==> config.mk <==
export PLATFORM = sky130hd
export DESIGN_NAME = kmaa_div
export DESIGN_NICKNAME = d
export VERILOG_FILES = /design/src/rtl/kmaa_div.sv
export SDC_FILE = /design/constraint.sdc
export NUM_CORES = 1
export LEC_CHECK = 0
export BUFFER_PORTS_ARGS = -buffer_cell sky130_fd_sc_hd__buf_2
export CAP_MARGIN = 20
export CORE_UTILIZATION = 50
export DETAILED_ROUTE_END_ITERATION = 10
export PLACE_DENSITY_LB_ADDON = 0.12
export SETUP_SLACK_MARGIN = 0.5
export SYNTH_ARGS = -nofsm -noshare
export SYNTH_HDL_FRONTEND = slang
export SYNTH_SLANG_ARGS = --single-unit
==> constraint.sdc <==
create_clock -name clk_i -period 4.6 [get_ports clk_i]
set_input_delay 1.15 -clock clk_i [delete_from_list [all_inputs] [get_ports clk_i]]
set_output_delay 1.15 -clock clk_i [all_outputs]
set_load 0.02 [all_outputs]
==> src/rtl/kmaa_div.sv <==
`timescale 1ns / 1ps
module kmaa_div (
  input  logic        clk_i,
  input  logic        rst_ni,
  input  logic        start_i,
  input  logic [63:0] dividend_i,
  input  logic [31:0] divisor_i,
  output logic        done_o,
  output logic [63:0] quotient_o
);

  logic        busy_q;
  logic        done_q;
  logic [5:0]  cnt_q;
  logic [63:0] dvd_q;
  logic [31:0] rem_q;
  logic [31:0] dsr_q;
  logic [32:0] trial;
  logic [32:0] diff;

  assign trial = {rem_q, dvd_q[63]};
  assign diff  = trial - {1'b0, dsr_q};

  always_ff @(posedge clk_i or negedge rst_ni) begin
    if (!rst_ni) begin
      busy_q <= 1'b0;
      done_q <= 1'b0;
      cnt_q  <= '0;
    end else begin
      done_q <= 1'b0;
      if (start_i) begin
        busy_q <= 1'b1;
        cnt_q  <= '0;
      end else if (busy_q) begin
        cnt_q <= cnt_q + 6'd1;
        if (cnt_q == 6'd63) begin
          busy_q <= 1'b0;
          done_q <= 1'b1;
        end
      end
    end
  end

  // Restoring division, one quotient bit per cycle; quotient shifts into dvd_q.
  always_ff @(posedge clk_i) begin
    if (start_i) begin
      dvd_q <= dividend_i;
      rem_q <= '0;
      dsr_q <= divisor_i;
    end else if (busy_q) begin
      if (!diff[32]) begin
        rem_q <= diff[31:0];
        dvd_q <= {dvd_q[62:0], 1'b1};
      end else begin
        rem_q <= trial[31:0];
        dvd_q <= {dvd_q[62:0], 1'b0};
      end
    end
  end

  assign done_o     = done_q;
  assign quotient_o = dvd_q;

endmodule

==> run metrics <==
Die Y=125 um; port bufs=163; Worst Path Required=4.93 ns; Synth Flop Type=edfxtp_1; multiplexer share of the synthesized area=12.7%; synth warn=0; Crit Path Max Fanout=30; setup bufs post-CTS=0; endpoints failing setup=0; vias=5634; post-route DRC violation count=0; H-tree depth=4; worst slack, placed=0.978 ns; max-slew violations=0; share of layout cells above drive strength 1=33.4%; post-synth cell types=69; CTS Buffer Depth=2; CTS Buf Count=17; Synth Area in Adders=5.76%; setup TNS=0 ns; met2 Track Usage GR=38.1%; initial antenna violation count=1; startpoint types=flop; synthesized flop and latch total=136; Final period util=78.4%; Worst-path clk slew=0.06 ns; Syn Nets=803; Fmax=277 MHz; Hold Path Class=flop to flop; Post-synth EDFFs=96; sequential area share after synthesis=49.5%; Resize count post-CTS=0; final net count=961; peak supply drop=309 uV; Rows=44; Hold Buf Count CTS=0; Initial Util=51.6%; Post-Syn Area=7520 sq um; Post-DP HPWL=12.5 mm; WP buf/inv=2; Worst slew margin=29.4%; Ports=164; slowest stage delay, CP=0.43 ns; root buffer cell=clkbuf_16; sw power=895 uW; vias per cell=5.50; DRT iter0 DRCs=265; layout overhead on the synthesized area=20.7%; crit end category=flop; largest net degree at the start of global routing=65; final wirelength=17.4 mm; crit-path leading delay family=compound AO/OA/AOI/OAI gates; critical-path cell list=inv_1 -> ha_1 -> fa_1 -> nand2b_1 -> a21o_1 -> a211o_1 -> a311o_1 -> o211ai_4 -> buf_4 -> mux2_2 -> a211oi_1; global placement routability congestion=0.928; Max-Cap Viols=0; all-layer global routing usage=22.9%; die area=15500 sq um; Hold Fails Final Rpt=0; WS Path Type=flop to flop; status=complete, no violations; first-pass iteration count of the detailed router=4; Worst EP arrival=3.94 ns; Worst Tran Pin Value=1.05 ns; Die X=125 um; first-pass GRT wire length=28.1 mm; met1 usage=27.3%; Gate Count Post-Synth=670; Int Power=2570 uW; switching part of the total=25.8%; CP max-delay cell=o211ai_4; Remaining Overflow, GRT=0; Synth Area in Compound Gates=14.1%; fraction of synthesized cell area in xor and xnor cells=3.26%; number of diodes=0; routed len/inst=17.0 um; vias in the first global route=5724; clk_lat worst skew=0.43 ns; Post-Synth Simple-Gate Area=10.3%; GRT met3 Usage=7.43%; Seq pwr share=42.3%; largest family of logic cells by synthesized area=compound AO/OA/AOI/OAI gates; P per Cell Area=382 nW/um^2; Gate power share=15.2%; RSZ-0062 raised after global routing=false; final setup skew=0.0114 ns; global routing's busiest layer=met2; Min Clock Period, post-route=3.61 ns; Clk pwr share=42.5%; clock sinks=136; Avg Inst Size Synth=11.2 sq um; core area=14600 sq um; worst setup margin=0.992 ns; Synth async-reset ratio=5.88%; CTS tree=done; ANT nets after route=0; Leakage=0.00391 uW
cell usage in the layout, fill, tap and decap left out, types with 3 or more instances in the layout:
cell type / instances
o21a_1: 7
mux2i_1: 22
and3_1: 4
dfxtp_1: 32
o21ai_0: 24
inv_6: 3
nor3b_1: 3
o31ai_1: 5
clkinv_4: 4
edfxtp_1: 96
buf_2: 162
dfrtp_1: 8
a21oi_1: 41
nor2_1: 43
bufinv_16: 4
and2_1: 3
clkbuf_16: 17
inv_1: 39
nand2b_1: 10
a21o_1: 12
nor2b_1: 6
o21ai_1: 7
a31oi_1: 7
mux2_2: 65
nand3_1: 9
nor3_1: 11
o211ai_1: 6
xnor2_1: 21
nand4_1: 10
xor2_1: 7
nand2_1: 46
buf_4: 8
ha_1: 33
a211oi_1: 20
stage by stage:
step | util (%) | hold WS, ns | total power, uW | cells | instance area (sq um)
2_1_floorplan | - | 0.444 | 1850 | 670 | 7520
3_5_place_dp | 57.9 | 0.464 | 2020 | 993 | 8440
5_1_grt | 62.2 | 0.508 | 3590 | 1025 | 9070
4_1_cts | 62.2 | 0.477 | 3490 | 1025 | 9070
6_report | 62.2 | 0.475 | 3470 | 1025 | 9070
3_3_place_gp | 57.9 | 0.458 | 2010 | 993 | 8440
layout make-up:
class / count / area, sq um
clock buffer: 19 / 443
clock inverter: 13 / 191
fill: 1186 / 5510
inverter: 40 / 150
multi-input combinational: 463 / 3470
sequential: 136 / 3720
tap: 184 / 230
timing repair buffer: 170 / 871
final timing paths:
check	from	to	slack, ns	cells after the start
max in group asynchronous	rst_ni	busy_q$_DFF_PN0_	3.88	1
hold / removal	rem_q[14]$_SDFFE_PP0P_	rem_q[14]$_SDFFE_PP0P_	0.48	2
setup / recovery	quotient_o[63]$_DFFE_PP_	rem_q[0]$_SDFFE_PP0P_	0.99	11
setup reg to reg	quotient_o[63]$_DFFE_PP_	rem_q[0]$_SDFFE_PP0P_	0.99	11
min in group asynchronous	rst_ni	cnt_q[3]$_DFFE_PN0P_	0.55	1
hold reg to reg	rem_q[14]$_SDFFE_PP0P_	rem_q[14]$_SDFFE_PP0P_	0.48	2
flip-flops by register name (all words and copies together), names as in the netlist:
name,cells
quotient_o,64
dsr_q,32
rem_q,32
cnt_q,6
busy_q,1
done_o,1
worst register-to-register path: cells and delay by family, from the launching register on:
family	cells	cell delay [ns]
DFF	1	0.34
adders and majority gates	2	0.63
muxes	1	0.36
and+or+nand+nor	1	0.18
AOI/OAI and AO/OA	5	1.58
buffers and inverters	2	0.44
per-layer routing:
metal,routed length [um],part of all wire (%),vias up
li1,-,-,2801
met1,7590,44,2635
met2,8320,48,170
met3,1170,6.7,26
met4,319,1.8,2
met5,10,0.057,-
cell families after synthesis:
family | after synthesis
simple gates | 158
mux | 87
flops | 136
xor+xnor | 28
compound gates | 156
buf+inv | 71
fa+ha+maj | 34
power by group through the flow:
stage | combinational [uW] | clock (uW) | sequential [uW]
final | 528 | 1470 | 1470
after global routing | 574 | 1540 | 1480
after floorplan | 288 | 0 | 1560
after CTS | 529 | 1490 | 1470
after detailed placement | 527 | 0 | 1490
after global placement | 520 | 0 | 1490
synth_stat cells, types with 3 or more instances:
library cell | number | area (sq um)
xor2_1 | 7 | 61.3
o31ai_1 | 5 | 37.5
nand3_1 | 9 | 45.0
nor2b_1 | 6 | 37.5
dfxtp_1 | 32 | 641
nand2_1 | 46 | 173
o21ai_0 | 24 | 120
nand2b_1 | 10 | 62.6
o21a_1 | 7 | 52.6
edfxtp_1 | 96 | 2880
a21o_1 | 12 | 90.1
inv_1 | 40 | 150
and3_1 | 4 | 25.0
and2_1 | 3 | 18.8
ha_1 | 33 | 413
clkbuf_1 | 10 | 37.5
nor2_1 | 43 | 161
nand4_1 | 10 | 62.6
mux2i_1 | 22 | 220
nor3_1 | 11 | 55.1
a21oi_1 | 41 | 205
a211oi_1 | 20 | 150
xnor2_1 | 21 | 184
a31oi_1 | 7 | 43.8
buf_2 | 7 | 35.0
buf_1 | 8 | 30.0
o21ai_1 | 7 | 35.0
dfrtp_1 | 8 | 200
mux2_2 | 65 | 732
nor3b_1 | 3 | 22.5
o211ai_1 | 6 | 45.0
(Power assumes the default switching activity.)
