<file path="src/rtl/kmaa_pkg.sv">
`timescale 1ns / 1ps
package kmaa_pkg;

  localparam int unsigned NumClustersDef = 4;
  localparam int unsigned DimsDef        = 4;

  localparam logic [1:0] CMD_CENTROID = 2'd0;
  localparam logic [1:0] CMD_POINT    = 2'd1;
  localparam logic [1:0] CMD_FINALIZE = 2'd2;

  localparam logic KIND_ASSIGN = 1'b0;
  localparam logic KIND_MEAN   = 1'b1;

  // Controls shared by every cluster cell.
  typedef struct packed {
    logic wr_cent;
    logic diff_en;
    logic sq_en;
    logic acc_en;
    logic upd_en;
    logic clr_dist;
    logic clr_all;
  } cell_ctrl_t;

  typedef enum logic [8:0] {
    S_IDLE   = 9'b000000001,
    S_SQ     = 9'b000000010,
    S_ACC    = 9'b000000100,
    S_SCAN   = 9'b000001000,
    S_UPD    = 9'b000010000,
    S_EMIT   = 9'b000100000,
    S_FSTART = 9'b001000000,
    S_FWAIT  = 9'b010000000,
    S_FEMIT  = 9'b100000000
  } state_e;

  // Unsigned add that sticks at all ones.
  function automatic logic [63:0] sat_add_u64(input logic [63:0] a, input logic [65:0] b);
    logic [66:0] s;
    s = {3'b000, a} + {1'b0, b};
    return (s[66:64] != 3'b000) ? {64{1'b1}} : s[63:0];
  endfunction

  // Signed 64-bit accumulate of a signed 32-bit term, clamped at the rails.
  function automatic logic [63:0] sat_add_s64(input logic [63:0] a, input logic [31:0] b);
    logic [64:0] s;
    s = {a[63], a} + {{33{b[31]}}, b};
    if (s[64] != s[63]) begin
      return s[64] ? {1'b1, 63'd0} : {1'b0, {63{1'b1}}};
    end
    return s[63:0];
  endfunction

endpackage

</file>
<file path="src/rtl/kmaa_cell.sv">
`timescale 1ns / 1ps
module kmaa_cell #(
  parameter int unsigned NUM_CENTROIDS = kmaa_pkg::NumClustersDef,
  parameter int unsigned DIMS          = kmaa_pkg::DimsDef,
  parameter int unsigned IDX           = 0,
  localparam int unsigned CW = $clog2(NUM_CENTROIDS),
  localparam int unsigned DW = (DIMS > 1) ? $clog2(DIMS) : 1
) (
  input  logic                     clk_i,
  input  logic                     rst_ni,
  input  kmaa_pkg::cell_ctrl_t     ctrl_i,
  input  logic [CW-1:0]            sel_i,
  input  logic [DW-1:0]            dim_i,
  input  logic [31:0]              val_i,
  input  logic [DIMS-1:0][31:0]    point_i,
  input  logic [63:0]              best_d_i,
  input  logic [CW-1:0]            best_idx_i,
  output logic [63:0]              best_d_o,
  output logic [CW-1:0]            best_idx_o,
  output logic [DIMS-1:0][63:0]    sums_o,
  output logic [31:0]              count_o
);
  import kmaa_pkg::*;

  localparam logic [CW-1:0] MyIdx = CW'(IDX);

  logic [DIMS-1:0][31:0] cent_q;
  logic [DIMS-1:0][63:0] sums_q;
  logic [31:0]           cnt_q;
  logic [63:0]           dist_q;
  logic [32:0]           diff_q;
  logic [65:0]           sq_q;
  logic [63:0]           best_d_q;
  logic [CW-1:0]         best_idx_q;
  logic [32:0]           diff;
  logic                  sel;

  assign sel  = (sel_i == MyIdx);
  assign diff = {val_i[31], val_i} - {cent_q[dim_i][31], cent_q[dim_i]};

  always_ff @(posedge clk_i or negedge rst_ni) begin
    if (!rst_ni) begin
      cent_q <= '0;
      sums_q <= '0;
      cnt_q  <= '0;
      dist_q <= '0;
    end else begin
      if (ctrl_i.wr_cent && sel) begin
        cent_q[dim_i] <= val_i;
      end
      if (ctrl_i.acc_en) begin
        dist_q <= sat_add_u64(dist_q, sq_q);
      end
      if (ctrl_i.upd_en && sel) begin
        for (int d = 0; d < DIMS; d++) begin
          sums_q[d] <= sat_add_s64(sums_q[d], point_i[d]);
        end
        if (cnt_q != {32{1'b1}}) begin
          cnt_q <= cnt_q + 32'd1;
        end
      end
      if (ctrl_i.clr_dist) begin
        dist_q <= '0;
      end
      if (ctrl_i.clr_all) begin
        sums_q <= '0;
        cnt_q  <= '0;
        dist_q <= '0;
      end
    end
  end

  // Distance datapath and the running minimum handed along the row.
  always_ff @(posedge clk_i) begin
    if (ctrl_i.diff_en) begin
      diff_q <= diff[32] ? (33'd0 - diff) : diff;
    end
    if (ctrl_i.sq_en) begin
      sq_q <= {33'd0, diff_q} * {33'd0, diff_q};
    end
    // Strict compare keeps the lower index on a tie.
    if (dist_q < best_d_i) begin
      best_d_q   <= dist_q;
      best_idx_q <= MyIdx;
    end else begin
      best_d_q   <= best_d_i;
      best_idx_q <= best_idx_i;
    end
  end

  assign best_d_o   = best_d_q;
  assign best_idx_o = best_idx_q;
  assign sums_o     = sums_q;
  assign count_o    = cnt_q;

endmodule

</file>
<file path="config.mk">
export PLATFORM = sky130hd
export DESIGN_NAME = kmaa_cell
export DESIGN_NICKNAME = d
export VERILOG_FILES = /design/src/rtl/kmaa_pkg.sv /design/src/rtl/kmaa_cell.sv
export SDC_FILE = /design/constraint.sdc
export NUM_CORES = 2
export LEC_CHECK = 0
export BUFFER_PORTS_ARGS = -buffer_cell sky130_fd_sc_hd__buf_4
export CORE_MARGIN = 3
export CORE_UTILIZATION = 43
export CTS_BUF_LIST = sky130_fd_sc_hd__clkbuf_2
export CTS_CLUSTER_SIZE = 40
export DETAILED_ROUTE_END_ITERATION = 6
export PLACE_DENSITY = 0.63
export SYNTH_ARGS = -nofsm -noshare
export SYNTH_HDL_FRONTEND = slang
export SYNTH_SLANG_ARGS = --single-unit
</file>
<file path="constraint.sdc">
create_clock -name clk_i -period 10 [get_ports clk_i]
set_input_delay 0 -clock clk_i [delete_from_list [all_inputs] [get_ports clk_i]]
set_output_delay 0 -clock clk_i [all_outputs]
set_load 0.005 [all_outputs]
</file>
==> metrics.txt <==
# TYPE chip_impl_metric gauge
chip_impl_metric{name="groute.usage.overall",unit="%"} 27.1
chip_impl_info{name="hold_path_class",value="input pin to flop"} 1
chip_impl_info{name="criticalPathCategory",value="flop to flop"} 1
chip_impl_metric{name="postSynthCellCount",unit=""} 8753
chip_impl_metric{name="use_met1",unit="%"} 35.5
chip_impl_metric{name="final.min_clock_period",unit="ns"} 9.23
chip_impl_metric{name="start_util",unit="%"} 43.3
chip_impl_metric{name="drv.max_cap_violation_count",unit=""} 0
chip_impl_metric{name="route.detailed.wl_per_inst",unit="um"} 19.4
chip_impl_metric{name="fmax",unit="GHz"} 0.108
chip_impl_metric{name="grt_use_met3",unit="%"} 5.04
chip_impl_metric{name="place_hpwl",unit="um"} 179000
chip_impl_metric{name="cts_inserted_buffers",unit=""} 187
chip_impl_metric{name="synth_edf_count",unit=""} 98
chip_impl_info{name="synth.top_cells.by_area",value="sky130_fd_sc_hd__fa_1 (22%), sky130_fd_sc_hd__dfrtp_1 (16%), sky130_fd_sc_hd__ha_1 (11%), sky130_fd_sc_hd__inv_1 (6.6%), sky130_fd_sc_hd__nand2_1 (4.8%)"} 1
chip_impl_metric{name="postSynthRegisterBits",unit=""} 644
chip_impl_metric{name="route.final.wire_length",unit="um"} 252000
chip_impl_metric{name="drtIter0Drc",unit=""} 4492
chip_impl_info{name="cp-start-kind",value="flop"} 1
chip_impl_info{name="critPathTopFamily",value="adder cells"} 1
chip_impl_metric{name="seq_area_frac_synth",unit="%"} 21.0
chip_impl_metric{name="worst_ep_arrival_time",unit="ns"} 10.60
chip_impl_metric{name="first_global_vias",unit=""} 74300
chip_impl_metric{name="syn_area",unit="sq um"} 77500
chip_impl_metric{name="layout_cells_sized_above_1",unit="%"} 12.0
chip_impl_metric{name="grt_first_pass_wirelength",unit="um"} 405000
chip_impl_metric{name="post-route-util",unit="%"} 54.9
chip_impl_metric{name="vias",unit=""} 70000
chip_impl_metric{name="synth_cell_types",unit=""} 92
chip_impl_metric{name="timing_max_transition_violations_final",unit=""} 0
chip_impl_metric{name="grt_max_degree",unit=""} 194
chip_impl_metric{name="timing.clock.skew",unit="ns"} 0.167
chip_impl_metric{name="drcViolationCount",unit=""} 0
chip_impl_metric{name="post-synth-top-area-fraction",unit="%"} 22.3
chip_impl_metric{name="top_level_ports",unit=""} 593
chip_impl_metric{name="worstSkewPairLatency",unit="ns"} 1.76
chip_impl_metric{name="finish.net_count",unit=""} 12200
chip_impl_metric{name="critPathMaxStageDelay",unit="ns"} 0.94
chip_impl_metric{name="cts_buffer_depth",unit=""} 3
chip_impl_info{name="grt_setup_unrepaired",value="false"} 1
chip_impl_info{name="worst_path_cell_with_the_longest_stage_delay",value="sky130_fd_sc_hd__edfxtp_1"} 1
chip_impl_metric{name="grt_remaining_overflow",unit=""} 0
chip_impl_info{name="cts_tree",value="built"} 1
chip_impl_metric{name="syn_area_per_cell",unit="sq um"} 8.85
chip_impl_metric{name="place.gp.congestion",unit=""} 0.961
chip_impl_metric{name="cts_setup_buffers",unit=""} 0
chip_impl_metric{name="number_of_sinks_driven_by_the_clock_tree",unit=""} 644
chip_impl_metric{name="setup-tns-final",unit="ns"} 0
chip_impl_metric{name="r2r_cells",unit=""} 28
chip_impl_metric{name="timing.critical_path.depth",unit=""} 28
chip_impl_metric{name="hold_depth",unit=""} 8
chip_impl_info{name="netlist.top_cell.by_area",value="sky130_fd_sc_hd__fa_1"} 1
chip_impl_info{name="synth_top_flop_cell",value="sky130_fd_sc_hd__dfrtp_1"} 1
chip_impl_metric{name="initial_antenna_violation_count",unit=""} 5
chip_impl_metric{name="port_buffers",unit=""} 592
chip_impl_metric{name="grt.met2_usage",unit="%"} 42.8
chip_impl_metric{name="design.die.area",unit="sq um"} 185000
chip_impl_metric{name="die_width",unit="um"} 430
chip_impl_metric{name="worst-path-buf-inv",unit=""} 6
chip_impl_metric{name="die-height",unit="um"} 430
chip_impl_metric{name="antenna_left",unit=""} 0
chip_impl_info{name="run_status",value="finished clean"} 1
chip_impl_metric{name="syn_to_layout_area_delta",unit="%"} 26.6
chip_impl_info{name="root_buffer",value="sky130_fd_sc_hd__clkbuf_2"} 1
chip_impl_metric{name="tightest_slew",unit="ns"} 1.29
chip_impl_metric{name="detail_route.first_pass.iterations",unit=""} 6
chip_impl_metric{name="max-slew-margin-rel",unit="%"} 13.5
chip_impl_info{name="yosys.cell_count.top_type",value="sky130_fd_sc_hd__inv_1"} 1
chip_impl_info{name="crit_path_frequent_cell",value="sky130_fd_sc_hd__fa_1"} 1
chip_impl_metric{name="fp.coreArea",unit="sq um"} 179000
chip_impl_metric{name="post-route-period-util",unit="%"} 92.3
chip_impl_metric{name="hold_violations",unit=""} 0
chip_impl_info{name="synth_common_cells",value="sky130_fd_sc_hd__inv_1 (1,364), sky130_fd_sc_hd__nand2_1 (992), sky130_fd_sc_hd__fa_1 (864), sky130_fd_sc_hd__ha_1 (694), sky130_fd_sc_hd__o21ai_0 (542)"} 1
chip_impl_metric{name="async_flop_share",unit="%"} 74.5
chip_impl_metric{name="synth_warnings",unit=""} 0
chip_impl_metric{name="std_cell_rows",unit=""} 155
chip_impl_metric{name="route.detailed.vias_per_inst",unit=""} 5.40
chip_impl_info{name="busiest_layer",value="met2"} 1
chip_impl_metric{name="clkTransAtPathRegs",unit="ns"} 0.09
chip_impl_info{name="timing.critical_path.to_type",value="flop"} 1
chip_impl_metric{name="post_synthesis_net_count",unit=""} 10600
chip_impl_metric{name="worst-endpoint-required",unit="ns"} 11.37
chip_impl_metric{name="worstPathMaxFanout",unit=""} 18
chip_impl_metric{name="setup_viol",unit=""} 0
chip_impl_metric{name="htree_levels",unit=""} 4
worst register-to-register path, delay by kind of cell, from the launching register on:
| family | cells | cell delay, ns |
|---|---|---|
| compound gates | 8 | 2.08 |
| xor+xnor | 1 | 0.13 |
| fa+ha+maj | 9 | 4.40 |
| buf+inv | 6 | 0.66 |
| flops | 1 | 0.94 |
| simple gates | 4 | 0.73 |
metrics by stage:
stage / worst slack (ns) / cell area [sq um] / hold WS (ns) / std cells
floorplan: 1.79 / 77500 / -0.296 / 8753
global placement: 1.11 / 84200 / 0.123 / 11400
detailed placement: 0.995 / 84200 / 0.123 / 11400
CTS: 0.897 / 98100 / 0.000388 / 12900
global route: 0.377 / 98100 / 0.115 / 12900
finish: 0.770 / 98100 / 0.280 / 13000
kinds of logic after synthesis:
family / share of synthesized area (%)
adders and majority gates: 33.5
xor gates and xnor gates: 5.02
DFF: 21.0
muxes: 3.77
and+or+nand+nor: 13.7
buffers and inverters: 8.44
AOI/OAI and AO/OA: 14.5
worst paths after layout:
check,start,end,slack [ns]
worst max-delay path,diff_q[1],sq_q[65],0.77
worst min-delay path,point_i[79],sums_o[144],0.28
worst max register to register,diff_q[1],sq_q[65],0.77
worst min register to register,cent_q[96],cent_q[96],0.50
max in group asynchronous,rst_ni,cent_q[30],6.98
min in group asynchronous,rst_ni,count_o[30],0.69
metal layers:
layer | share of wire (%) | wire, um
met5 | 0 | 0
met4 | 5.6 | 14200
met3 | 7.1 | 17800
met2 | 45 | 113000
met1 | 42 | 107000
state kept, by name (all words and copies together), names as in the netlist:
register	cells
sq_q	65
best_d_o	64
diff_q	33
dist_q	64
cent_q	128
best_idx_o	2
sums_o	256
count_o	32
cell usage in the layout, fill, tap and decap left out, types with 20 or more instances in the layout:
cell,instances
sky130_fd_sc_hd__o21bai_1,67
sky130_fd_sc_hd__clkinv_1,33
sky130_fd_sc_hd__clkbuf_2,271
sky130_fd_sc_hd__inv_1,1364
sky130_fd_sc_hd__nand3_1,103
sky130_fd_sc_hd__dfxtp_1,66
sky130_fd_sc_hd__o21ai_1,43
sky130_fd_sc_hd__and3_1,46
sky130_fd_sc_hd__or3_1,26
sky130_fd_sc_hd__nand4_1,123
sky130_fd_sc_hd__nor2_1,504
sky130_fd_sc_hd__nor2b_1,70
sky130_fd_sc_hd__o211ai_1,29
sky130_fd_sc_hd__nand2_1,992
sky130_fd_sc_hd__or2_2,22
sky130_fd_sc_hd__a221o_1,20
sky130_fd_sc_hd__and2_1,231
sky130_fd_sc_hd__fa_1,864
sky130_fd_sc_hd__nor3_1,80
sky130_fd_sc_hd__xor2_1,172
sky130_fd_sc_hd__dfrtp_1,480
sky130_fd_sc_hd__dlygate4sd3_1,1189
sky130_fd_sc_hd__o21a_1,49
sky130_fd_sc_hd__o31ai_1,29
sky130_fd_sc_hd__mux4_2,32
sky130_fd_sc_hd__a21oi_1,501
sky130_fd_sc_hd__xnor2_1,271
sky130_fd_sc_hd__nand2b_1,52
sky130_fd_sc_hd__mux2_2,192
sky130_fd_sc_hd__edfxtp_1,98
sky130_fd_sc_hd__o21ai_0,542
sky130_fd_sc_hd__nor4_1,21
sky130_fd_sc_hd__ha_1,691
sky130_fd_sc_hd__a31oi_1,57
sky130_fd_sc_hd__a211oi_1,54
sky130_fd_sc_hd__a21o_1,247
sky130_fd_sc_hd__buf_4,671
final cells by class:
type | count | area [sq um]
fill | 15700 | 80700
multi-input combinational | 6372 | 54700
timing repair buffer | 1874 | 17200
sequential | 644 | 16300
inverter | 1365 | 5120
tap | 2355 | 2950
clock buffer | 271 | 1360
clock inverter | 59 | 392
antenna | 10 | 25.0
repair_timing:
item	in CTS	in global routing
gates resized for setup	0	0
hold buffers	1200	0
endpoints found under the hold margin	1157	0
Power is left out: the tool's default activity adds up to more than one toggle a clock period on the data nets, which glitch-free logic cannot reach.
